**src/rtl/core/bxavg_pkg.sv**
```systemverilog
// Shared constants, codes and controller/datapath bundles of the box-average downscaler.
`timescale 1ns / 1ps
package bxavg_pkg;

  localparam int OUT_SIZE_DEF = 64;
  localparam int MAX_DIM_DEF  = 1024;
  localparam int MIN_DIM      = 64;
  localparam int CFG_W        = 11;
  localparam int PIX_W        = 8;
  localparam int APB_AW       = 3;
  localparam int APB_DW       = 32;

  typedef enum logic [0:0] {
    REG_SRC_WIDTH  = 1'b0,
    REG_SRC_HEIGHT = 1'b1
  } reg_idx_t;

  // Operand selection of the shared divider.
  typedef enum logic [2:0] {
    DSEL_COL   = 3'd0,
    DSEL_ROW   = 3'd1,
    DSEL_NEXT  = 3'd2,
    DSEL_RED   = 3'd3,
    DSEL_GREEN = 3'd4,
    DSEL_BLUE  = 3'd5
  } dsel_t;

  typedef struct packed {
    logic  load_px;
    logic  div_start;
    dsel_t div_sel;
    logic  mem_rd;
    logic  mem_wr;
    logic  burst_rd;
    logic  out_load;
    logic  burst_next;
    logic  band_clear;
  } cmd_t;

  typedef struct packed {
    logic div_done;
    logic row_end;
    logic frame_end;
    logic band_end;
    logic last_cell;
    logic out_free;
  } stat_t;

endpackage

```
**src/rtl/core/bxavg_ctrl.sv**
```systemverilog
// Controller state machine: sequences pixel accumulation and the per-band result burst.
`timescale 1ns / 1ps
module bxavg_ctrl (
  input  logic              clk,
  input  logic              rst_n,
  input  logic              in_valid,
  output logic              in_ready,
  input  bxavg_pkg::stat_t  stat,
  output bxavg_pkg::cmd_t   cmd
);

  typedef enum logic [15:0] {
    S_IDLE = 16'h0001,
    S_COL  = 16'h0002,
    S_COLW = 16'h0004,
    S_ROW  = 16'h0008,
    S_ROWW = 16'h0010,
    S_NXT  = 16'h0020,
    S_NXTW = 16'h0040,
    S_RD   = 16'h0080,
    S_WR   = 16'h0100,
    S_BRD  = 16'h0200,
    S_BR   = 16'h0400,
    S_BRW  = 16'h0800,
    S_BG   = 16'h1000,
    S_BGW  = 16'h2000,
    S_BB   = 16'h4000,
    S_BBW  = 16'h8000
  } state_t;

  // The result hand-off shares the blue wait state once the divider is done.
  state_t state_r, state_nxt;
  logic   out_pend_r, out_pend_nxt;

  always_comb begin
    state_nxt    = state_r;
    out_pend_nxt = out_pend_r;
    cmd          = '0;
    in_ready     = 1'b0;
    unique case (state_r)
      S_IDLE: begin
        in_ready = 1'b1;
        if (in_valid) begin
          cmd.load_px = 1'b1;
          state_nxt   = S_COL;
        end
      end
      S_COL: begin
        cmd.div_start = 1'b1;
        cmd.div_sel   = bxavg_pkg::DSEL_COL;
        state_nxt     = S_COLW;
      end
      S_COLW: if (stat.div_done) state_nxt = S_ROW;
      S_ROW: begin
        cmd.div_start = 1'b1;
        cmd.div_sel   = bxavg_pkg::DSEL_ROW;
        state_nxt     = S_ROWW;
      end
      S_ROWW: begin
        if (stat.div_done) begin
          state_nxt = (stat.row_end && !stat.frame_end) ? S_NXT : S_RD;
        end
      end
      S_NXT: begin
        cmd.div_start = 1'b1;
        cmd.div_sel   = bxavg_pkg::DSEL_NEXT;
        state_nxt     = S_NXTW;
      end
      S_NXTW: if (stat.div_done) state_nxt = S_RD;
      S_RD: begin
        cmd.mem_rd = 1'b1;
        state_nxt  = S_WR;
      end
      S_WR: begin
        cmd.mem_wr = 1'b1;
        state_nxt  = stat.band_end ? S_BRD : S_IDLE;
      end
      S_BRD: begin
        cmd.burst_rd = 1'b1;
        state_nxt    = S_BR;
      end
      S_BR: begin
        cmd.div_start = 1'b1;
        cmd.div_sel   = bxavg_pkg::DSEL_RED;
        state_nxt     = S_BRW;
      end
      S_BRW: if (stat.div_done) state_nxt = S_BG;
      S_BG: begin
        cmd.div_start = 1'b1;
        cmd.div_sel   = bxavg_pkg::DSEL_GREEN;
        state_nxt     = S_BGW;
      end
      S_BGW: if (stat.div_done) state_nxt = S_BB;
      S_BB: begin
        cmd.div_start = 1'b1;
        cmd.div_sel   = bxavg_pkg::DSEL_BLUE;
        state_nxt     = S_BBW;
        out_pend_nxt  = 1'b0;
      end
      S_BBW: begin
        if (stat.div_done) begin
          out_pend_nxt = 1'b1;
        end
        if (out_pend_r && stat.out_free) begin
          cmd.out_load = 1'b1;
          out_pend_nxt = 1'b0;
          if (stat.last_cell) begin
            cmd.band_clear = 1'b1;
            state_nxt      = S_IDLE;
          end else begin
            cmd.burst_next = 1'b1;
            state_nxt      = S_BRD;
          end
        end
      end
      default: state_nxt = S_IDLE;
    endcase
  end

  always_ff @(posedge clk) begin
    if (!rst_n) begin
      state_r    <= S_IDLE;
      out_pend_r <= 1'b0;
    end else begin
      state_r    <= state_nxt;
      out_pend_r <= out_pend_nxt;
    end
  end

endmodule

```
**config.mk**
```make
export PLATFORM = sky130hd
export DESIGN_NAME = bxavg_ctrl
export DESIGN_NICKNAME = d
export VERILOG_FILES = /design/src/rtl/core/bxavg_pkg.sv /design/src/rtl/core/bxavg_ctrl.sv
export SDC_FILE = /design/constraint.sdc
export NUM_CORES = 1
export LEC_CHECK = 0
export ABC_CLOCK_PERIOD_IN_PS = 2360
export BUFFER_PORTS_ARGS = -buffer_cell sky130_fd_sc_hd__buf_4
export CORE_ASPECT_RATIO = 0.75
export CORE_MARGIN = 2
export CORE_UTILIZATION = 54
export DETAILED_ROUTE_END_ITERATION = 10
export PLACE_DENSITY = 0.83
export SETUP_SLACK_MARGIN = 0.05
export SYNTH_ARGS = -nofsm -noshare
export SYNTH_HDL_FRONTEND = slang
export SYNTH_SLANG_ARGS = --single-unit
```
**constraint.sdc**
```tcl
create_clock -name clk -period 2.36 [get_ports clk]
set_input_delay 0.118 -clock clk [delete_from_list [all_inputs] [get_ports clk]]
set_output_delay 0.118 -clock clk [all_outputs]
set_load 0.02 [all_outputs]
```
==> results of run 1 <==
## power groups by stage
stage,logic [mW],clock network (mW),registers [mW]
final,0.238,0.165,0.311
after floorplan,0.157,0,0.313
after global routing,0.258,0.178,0.314
after global placement,0.227,0,0.315
after detailed placement,0.233,0,0.317
after CTS,0.234,0.165,0.311
## registers in the layout, indices dropped and copies added, names as in the netlist
name / cells
out_pend_r: 1
state_r: 16
## worst max-delay path, delay by kind of cell (launching register included)
kind | cells | cell delay, ns
AO/OA/AOI/OAI | 1 | 0.23
buffers and inverters | 2 | 0.21
flip-flops | 1 | 0.42
AND/OR/NAND/NOR | 3 | 0.93
## final cells by class
cell class                 instances  share of cell area
multi-input combinational        105               0.544
clock buffer                       3              0.0168
inverter                           7              0.0196
clock inverter                     1             0.00373
timing repair buffer              25               0.140
tap                               24              0.0224
sequential                        17               0.254
## through the flow
step	utilization	cells	area (µm²)	power [mW]	hold WS, ns
2_1_floorplan	-	133	1130	0.469	0.207
6_report	0.672	182	1340	0.714	0.0125
3_3_place_gp	0.658	178	1310	0.542	0.348
4_1_cts	0.672	182	1340	0.710	0.0256
5_1_grt	0.672	182	1340	0.750	0.0196
3_5_place_dp	0.658	178	1310	0.551	0.349
## worst paths after layout
path	slack, ns	start	end
setup / recovery	0.15	state_r[13]$_SDFFE_PN0P_	cmd[9]
hold / removal	0.01	rst_n	state_r[0]$_SDFFE_PN1P_
setup reg to reg	0.19	state_r[13]$_SDFFE_PN0P_	state_r[0]$_SDFFE_PN1P_
hold reg to reg	0.55	state_r[11]$_SDFFE_PN0P_	state_r[11]$_SDFFE_PN0P_
## layer usage
layer | vias up | wire length, µm
li1 | 556 | -
met1 | 514 | 1310
met2 | 55 | 1430
met3 | 11 | 268
met4 | 0 | 48
met5 | - | 0
## placed cells by master (no fill, tap or decap), types with 3 or more instances in the layout
| cell | netlist | layout |
|---|---|---|
| a22oi_1 | 3 | 3 |
| nand3_1 | 4 | 4 |
| nor2_1 | 14 | 14 |
| buf_4 | 0 | 25 |
| dfxtp_1 | 17 | 17 |
| inv_1 | 7 | 7 |
| o21ai_0 | 3 | 3 |
| nor4_1 | 4 | 4 |
| or4b_1 | 3 | 3 |
| nand2_1 | 10 | 10 |
| a32oi_1 | 3 | 3 |
| clkbuf_4 | 0 | 3 |
| and2_1 | 4 | 4 |
| nor4b_1 | 7 | 7 |
| a21oi_1 | 4 | 4 |
| nor2_2 | 5 | 5 |
| nand4_1 | 4 | 4 |
| nor3_1 | 3 | 3 |
| nand3b_1 | 3 | 3 |
| and4_1 | 3 | 3 |
## kinds of logic after synthesis
family          count (synthesis)
compound gates                 21
xor+xnor                        3
buf+inv                        11
flops                          17
mux                             1
simple gates                   80
==> qor.txt, run 1 <==
Met2 usage = 0.430
R2R cell count = 6
Post-CTS setup buffer count = 0
Max transition margin = 0.633
DP HPWL = 2.33 mm
Setup total negative slack = 0 ns
FF+latch count, synth = 17
Largest family of logic cells by synthesized area = simple AND/OR/NAND/NOR gates
XOR/XNOR Fraction of Synth Area = 0.0232
Fillers = 180
Slowest cell on crit path = nor4_4
Storage cell area = 340 µm²
Adder-cell share of the synthesized area = 0
Distinct cells, synth = 43
Root buffer cell = clkbuf_4
Cell taking the most area after synthesis = dfxtp_1
Die X = 56.9 µm
Clk slew on worst S/H paths = 0.11 ns
Cts bufs inserted = 3
DR iter-0 viols = 70
CP endpoint kind = output port
Mapped Cells = 133
Synth top cells by count = dfxtp_1, nor2_1, nand2_1, inv_1, nor4b_1
Met1 usage = 0.338
CTS sink cnt = 17
Worst slew pin tran = 0.543 ns
Main flop type after synthesis = dfxtp_1
Drc violations = 0
Final Cycle Share = 0.937
Synth top area share = 0.300
Mapped cell area = 1130 µm²
Slew Viols, Final = 0
Max VDD drop = 430 µV
Simple-Gate Fraction of Synth Area = 0.467
PD cells = 533 nW/µm²
Logic pwr share = 0.334
Ant. Diodes = 0
Max Buffers Root-to-Sink = 2
Area of the multi-input gates = 729 µm²
Synthesized area per cell = 8.53 µm²
Hold WC Path Type = primary input to flip-flop
RePlAce Congestion = 0.869
Clk_lat worst skew = 0.31 ns
Setup WS post-layout = 0.148 ns
Outcome = finished, final reports clean
Crit-path cells = nor4_4 > nand4_1 > o21ai_1 > nor2_1 > inv_1 > buf_4
Post-synth ARST share = 0
Area contributors post-synth = dfxtp_1, nor4b_1, nor2_1, nand2_1, buf_6
Post-place setup slack = 0.243 ns
Number of synthesis warnings = 0
CTS tree = done
Post-DRT Antenna Nets = 0
Pin count of the biggest net entering global routing = 13
Sw frac = 0.363
Syn Nets = 142
H-tree depth = 1
Iteration count of the initial detailed-routing pass = 4
Internal power = 0.455 mW
Row count = 14
Total GRT Usage = 0.265
Post_cts resized = 0
Register area share after synthesis = 0.300
Fin. Hold Viols = 0
Nets = 168
Setup CP Type = flip-flop to output port
Setup-failing EPs final = 0
EDFF count, synth = 0
Unrepaired setup endpoints after global routing = no
Hold depth = 2
Initial antenna violation count = 0
Post-synthesis mux area share = 0.00882
Lkg Pwr = 0.558 nW
Synth Area in Compound Gates = 0.143
Most frequent cell after synthesis = dfxtp_1
CTS Hold Bufs = 0
Die area = 2490 µm²
Fmax = 452 MHz
Min Clock Period, post-route = 2.21 ns
Area of the core = 2000 µm²
Via-to-Cell Ratio = 6.24
Port Buffers = 20
GRT Residual Overflow = 0
Fraction of layout cells with a size suffix above 1 = 0.272
Initial Util = 0.568
Global-route wire length before repair = 5.02 mm
Routed WL per cell = 16.8 µm
Total Routed Length = 3.06 mm
Ports = 21
Met3 Usage GRT = 0.0716
Psw = 0.259 mW
Max_cap viols = 0
Vias = 1136
Worst Skew = 0.00965 ns
CP max stage delay = 0.53 ns
CP startpoint kind = flip-flop
Height of the die = 43.7 µm
Layout area overhead = 18.2%
Worst EP arrival = 2.09 ns
Sequential power share = 0.435
Top Usage Layer GRT = met2
Vias in the first global route = 1104
Crit Path Max Fanout = 9
CP required = 2.24 ns
Clk pwr share = 0.231
(Power assumes the default switching activity.)
==> inputs of run 2 (changes only) <==
Settings changed: CORE_ASPECT_RATIO 0.75 to default.
==> run 2 against run 1 <==
  * Utilization increased by 1.1 points
  * Via count increased by 1.6%
  * Sequential power hardly changed
  * Clock skew increased by 0.0042 ns
  * Combinational power is 3% lower
  * Maximum frequency up 3.5%
  * Non-clock buffer count up 1
  * Wire length shrank 0.26%
  * Sequential share of layout area is 0.12 points lower
  * Largest cell class unchanged
  * Largest power group unchanged
  * Highest routed layer unchanged
==> qor.txt, run 2 (same netlist as run 1, synthesis figures left out) <==
Nets = 169 (was 168)
Die area = 2480 µm² (was 2490 µm²)
Height of the die = 49.8 µm (was 43.7 µm)
Crit path buf inv count = 1 (was 2)
Fraction of layout cells with a size suffix above 1 = 0.277 (was 0.272)
Clk slew on worst S/H paths = 0.11 ns (about the same)
CTS sink cnt = 17 (unchanged)
CTS tree = done (unchanged)
Fmax = 468 MHz (was 452 MHz)
CP endpoint kind = output port (unchanged)
Min Clock Period, post-route = 2.14 ns (was 2.21 ns)
DR iter-0 viols = 32 (was 70)
CP required = 2.24 ns (about the same)
Initial antenna violation count = 0 (unchanged)
PD cells = 522 nW/µm² (was 533 nW/µm²)
Total Routed Length = 3.05 mm (was 3.06 mm)
Commonest non-fill, non-tap cell in the layout = buf_4 (unchanged)
Crit Path Max Fanout = 7 (was 9)
Cell family with most CP delay = simple AND/OR/NAND/NOR gates (unchanged)
CTS Hold Bufs = 0 (unchanged)
Largest regs = state_r x16, out_pend_r x1 (unchanged)
Met2 WL post-DR = 1.48 mm (was 1.43 mm)
Fin. Hold Viols = 0 (unchanged)
Max VDD drop = 397 µV (was 430 µV)
Setup-failing EPs final = 0 (unchanged)
Iteration count of the initial detailed-routing pass = 4 (unchanged)
DP HPWL = 2.36 mm (was 2.33 mm)
Final Cycle Share = 0.905 (was 0.937)
Pin count of the biggest net entering global routing = 13 (unchanged)
Cts bufs inserted = 3 (unchanged)
Crit-path cells = nor4_2 > nand2_1 > nor2_1 > and4b_1 > buf_4 (was nor4_4 > nand4_1 > o21ai_1 > nor2_1 > inv_1 > buf_4)
RePlAce Congestion = 0.944 (was 0.869)
Layout area overhead = 19.2% (was 18.2%)
Port Buffers = 20 (unchanged)
Slew Viols, Final = 0 (unchanged)
WL met3 = 145 µm (was 268 µm)
Reg with most FFs = state_r (unchanged)
Hold WC Path Type = primary input to flip-flop (unchanged)
Ports = 21 (unchanged)
Global-route wire length before repair = 5.01 mm (was 5.02 mm)
Total GRT Usage = 0.267 (was 0.265)
Setup total negative slack = 0 ns (unchanged)
Die X = 49.8 µm (was 56.9 µm)
Post-place setup slack = 0.294 ns (was 0.243 ns)
Drc violations = 0 (unchanged)
Worst Skew = 0.0138 ns (was 0.00965 ns)
Row count = 16 (was 14)
Worst slew pin tran = 0.589 ns (was 0.543 ns)
Vias in the first global route = 1042 (was 1104)
Initial Util = 0.573 (was 0.568)
Max reg flops = 16 (unchanged)
Slowest cell on crit path = nor4_2 (was nor4_4)
DR top layer = met4 (unchanged)
Outcome = finished, final reports clean (unchanged)
H-tree depth = 1 (unchanged)
M1 WL = 1.37 mm (was 1.31 mm)
Setup CP Type = flip-flop to output port (unchanged)
Unrepaired setup endpoints after global routing = no (unchanged)
Worst EP arrival = 2.02 ns (was 2.09 ns)
CP max stage delay = 0.50 ns (was 0.53 ns)
Root buffer cell = clkbuf_4 (unchanged)
CP startpoint kind = flip-flop (unchanged)
Via-to-Cell Ratio = 6.20 (was 6.24)
Setup WS post-layout = 0.224 ns (was 0.148 ns)
Ant. Diodes = 0 (unchanged)
Area of the core = 1980 µm² (was 2000 µm²)
Lkg Pwr = 0.560 nW (was 0.558 nW)
Commonest non-fill, non-tap cells in the layout = buf_4, dfxtp_1, nor2_1, nand2_1 (unchanged)
Vias = 1154 (was 1136)
Max_cap viols = 0 (unchanged)
Routed WL per cell = 16.4 µm (was 16.8 µm)
Max transition margin = 0.602 (was 0.633)
GRT Residual Overflow = 0 (unchanged)
Clk_lat worst skew = 0.30 ns (was 0.31 ns)
Post-DRT Antenna Nets = 0 (unchanged)
Max Buffers Root-to-Sink = 2 (unchanged)
[run 2: worst reg2reg max path, delay by kind of cell (launching register included)]
family          cells  cell delay (ns)
simple gates        3             0.97
flops               1             0.53
compound gates      3             0.48
[run 2: path summary, 6_finish.rpt]
path         cells after the start                     start  slack (ns)                  endpoint
min                              2                     rst_n        0.05   state_r[0]$_SDFFE_PN1P_
max                              5   state_r[4]$_SDFFE_PN0P_        0.22                    cmd[4]
min reg2reg                      2  state_r[15]$_SDFFE_PN0P_        0.54  state_r[15]$_SDFFE_PN0P_
max reg2reg                      6  state_r[13]$_SDFFE_PN0P_        0.24  state_r[12]$_SDFFE_PN0P_
[run 2: what timing repair did]
item / 4_1_cts / 5_1_grt
resized for setup: 0 / 1
setup endpoints to repair: 0 / 4
setup buffers: 0 / 2
[run 2: area by class of cell]
| class | count | area, µm² |
|---|---|---|
| Inverter | 7 | 26.3 |
| Fill cell | 175 | 629 |
| Sequential cell | 17 | 342 |
| Tap cell | 27 | 33.8 |
| Timing Repair Buffer | 26 | 195 |
| Multi-Input combinational cell | 105 | 729 |
| Clock buffer | 4 | 26.3 |
[run 2: power breakdown]
group	internal (mW)	switching (mW)	total (mW)
combinational	0.0944	0.138	0.232
clock	0.0657	0.0969	0.163
sequential	0.297	0.0135	0.311
[run 2: stage by stage]
step / instances / hold WS (ns) / util / power, mW / cell area [µm²]
floorplan: 133 / 0.207 / - / 0.469 / 1130
global placement: 180 / 0.343 / 0.661 / 0.542 / 1310
detailed placement: 180 / 0.348 / 0.661 / 0.545 / 1310
CTS: 184 / 0.0469 / 0.674 / 0.702 / 1340
global route: 186 / 0.0669 / 0.682 / 0.740 / 1350
finish: 186 / 0.0465 / 0.682 / 0.706 / 1350
[run 2: metal layers]
metal,up-vias,global-route usage
met5,-,0
met4,0,0.0833
met3,6,0.0303
met2,43,0.464
met1,542,0.343
li1,563,-
==> inputs of run 3 (changes only) <==
--- a/config.mk
+++ b/config.mk
@@ -13,3 +13,3 @@
 export PLACE_DENSITY = 0.83
-export SETUP_SLACK_MARGIN = 0.05
+export SETUP_SLACK_MARGIN = 0.2
 export SYNTH_ARGS = -nofsm -noshare
==> constraint.sdc (replaced) <==
create_clock -name clk -period 2.36 [get_ports clk]
set_input_delay 0.708 -clock clk [delete_from_list [all_inputs] [get_ports clk]]
set_output_delay 0.708 -clock clk [all_outputs]
set_load 0.02 [all_outputs]
==> run 3 against run 2 <==
  * Worst setup slack worse by 0.65 ns
  * First-iteration DRC count rose to 6.7 times the previous value
  * Highest routed layer unchanged
  * Critical endpoint is now cmd[9]
  * Clock skew down 0.010 ns
  * Wire length up 120%
  * Non-clock buffer count up 33
  * The run now ends with setup timing left
==> qor.txt, run 3 (same netlist as run 1, synthesis figures left out) <==
Root buffer cell = clkbuf_4 (unchanged)
DP Area = 1430 µm² (was 1310 µm²)
Max Buffers Root-to-Sink = 2 (unchanged)
R2R cell count = 9 (was 6)
Iteration count of the initial detailed-routing pass = 5 (was 4)
Die X = 49.8 µm (unchanged)
Vias in the first global route = 1428 (was 1042)
Unrepaired setup endpoints after global routing = yes (was no)
Largest regs = state_r x16, out_pend_r x1 (unchanged)
RePlAce Congestion = 0.955 (was 0.944)
Ports = 21 (unchanged)
Outcome = finished, violations left (was finished, final reports clean)
Initial Util = 0.573 (unchanged)
Logic pwr share = 0.444 (was 0.329)
Port Buffers = 20 (unchanged)
Violated checks = setup timing
DP HPWL = 2.39 mm (was 2.36 mm)
Ant. Diodes = 0 (unchanged)
Crit Path Max Fanout = 5 (was 7)
Routed WL per cell = 30.1 µm (was 16.4 µm)
Fin. Hold Viols = 0 (unchanged)
Clk pwr share = 0.204 (was 0.230)
Psw = 0.364 mW (was 0.248 mW)
Commonest non-fill, non-tap cells in the layout = buf_4, buf_6, nor2_1, nand2_1, dfxtp_4 (was buf_4, dfxtp_1, nor2_1, nand2_1)
Total GRT Usage = 0.385 (was 0.267)
Setup total negative slack = -3.30 ns (was 0 ns)
Sequential power share = 0.352 (was 0.440)
Clk_lat worst skew = 0.32 ns (was 0.30 ns)
CP endpoint kind = output port (unchanged)
Vias = 1708 (was 1154)
Max_cap viols = 0 (unchanged)
Total Routed Length = 6.59 mm (was 3.05 mm)
Hold depth = 2 (unchanged)
Setup CP Type = flip-flop to output port (unchanged)
CTS sink cnt = 17 (unchanged)
Row count = 16 (unchanged)
Worst slew pin tran = 0.559 ns (was 0.589 ns)
Fillers = 44 (was 175)
Slew Viols, Final = 0 (unchanged)
Final Cycle Share = 1.18 (was 0.905)
Lkg Pwr = 0.787 nW (was 0.560 nW)
Max VDD drop = 463 µV (was 397 µV)
Max reg flops = 16 (unchanged)
Design area = 1910 µm² (was 1350 µm²)
CP startpoint kind = flip-flop (unchanged)
Cts bufs inserted = 3 (unchanged)
Layout area overhead = 68.2% (was 19.2%)
Reg with most FFs = state_r (unchanged)
Die area = 2480 µm² (unchanged)
Pin count of the biggest net entering global routing = 10 (was 13)
Clk slew on worst S/H paths = 0.12 ns (was 0.11 ns)
CP required = 1.65 ns (was 2.24 ns)
Fmax = 359 MHz (was 468 MHz)
Via-to-Cell Ratio = 7.80 (was 6.20)
DR iter-0 viols = 215 (was 32)
Commonest non-fill, non-tap cell in the layout = buf_4 (unchanged)
Internal power = 0.539 mW (was 0.457 mW)
Setup WS post-layout = -0.426 ns (was 0.224 ns)
Drc violations = 0 (unchanged)
GRT Residual Overflow = 0 (unchanged)
Post-DRT Antenna Nets = 0 (unchanged)
Initial antenna violation count = 1 (was 0)
Global-route wire length before repair = 6.98 mm (was 5.01 mm)
Hold WS = 0.584 ns (was 0.0465 ns)
Fraction of layout cells with a size suffix above 1 = 0.625 (was 0.277)
Max transition margin = 0.625 (was 0.602)
Height of the die = 49.8 µm (unchanged)
Sw frac = 0.403 (was 0.352)
Final core occ = 0.963 (was 0.682)
Hold WC Path Type = flip-flop to flip-flop (was primary input to flip-flop)
CTS tree = done (unchanged)
PD cells = 473 nW/µm² (was 522 nW/µm²)
Nets = 202 (was 169)
Area of the core = 1980 µm² (unchanged)
Worst Skew = 0.00345 ns (was 0.0138 ns)
Worst EP arrival = 2.08 ns (was 2.02 ns)
H-tree depth = 1 (unchanged)
Min Clock Period, post-route = 2.79 ns (was 2.14 ns)
Setup-failing EPs final = 18 (was 0)
CTS Hold Bufs = 0 (unchanged)
[run 3: area by class of cell]
type	instances	area, µm²	area share
Multi-Input combinational cell	105	918	0.481
Timing Repair Buffer	59	526	0.275
Sequential cell	17	379	0.199
Tap cell	27	33.8	0.0177
Clock buffer	4	26.3	0.0138
Inverter	7	26.3	0.0138
[run 3: what timing repair did]
action | CTS | global route
endpoints found under the setup margin | 13 | 23
gates resized for setup | 39 | 36
setup buffers | 21 | 5
pin swaps | 16 | 15
[run 3: worst paths after layout]
check	from	end	slack (ns)
max	state_r[10]$_SDFFE_PN0P_	cmd[9]	-0.43
min	state_r[15]$_SDFFE_PN0P_	state_r[15]$_SDFFE_PN0P_	0.58
max reg2reg	state_r[10]$_SDFFE_PN0P_	state_r[14]$_SDFFE_PN0P_	-0.15
min reg2reg	state_r[15]$_SDFFE_PN0P_	state_r[15]$_SDFFE_PN0P_	0.58
[run 3: metal layers]
metal | track usage | vias to the layer above | wire [µm]
met2 | 0.609 | 239 | 2930
met3 | 0.0758 | 97 | 965
met4 | 0.250 | 0 | 723
li1 | - | 626 | -
met5 | 0 | - | 0
met1 | 0.474 | 746 | 1970
[run 3: power groups by stage]
stage                     logic (mW)  clock network [mW]  registers (mW)
final                          0.401               0.184           0.318
after CTS                      0.300               0.163           0.307
after detailed placement       0.269                   0           0.318
after global placement         0.260                   0           0.317
after floorplan                0.167                   0           0.314
after global routing           0.405               0.202           0.317
[run 3: stage by stage]
stage,cells,setup WS (ns),power [mW]
6_report,219,-0.426,0.903
4_1_cts,214,-0.105,0.771
3_5_place_dp,189,0.0847,0.587
5_1_grt,219,-0.445,0.924
3_3_place_gp,189,0.112,0.577
2_1_floorplan,133,0.185,0.482
[run 3: critical path, stage by stage (launching register included)]
cell	delay [ns]
dfxtp_1	0.49
nor4b_1	0.44
nand4_1	0.38
o21ai_4	0.20
nor2_2	0.07
inv_2	0.06
buf_6	0.11
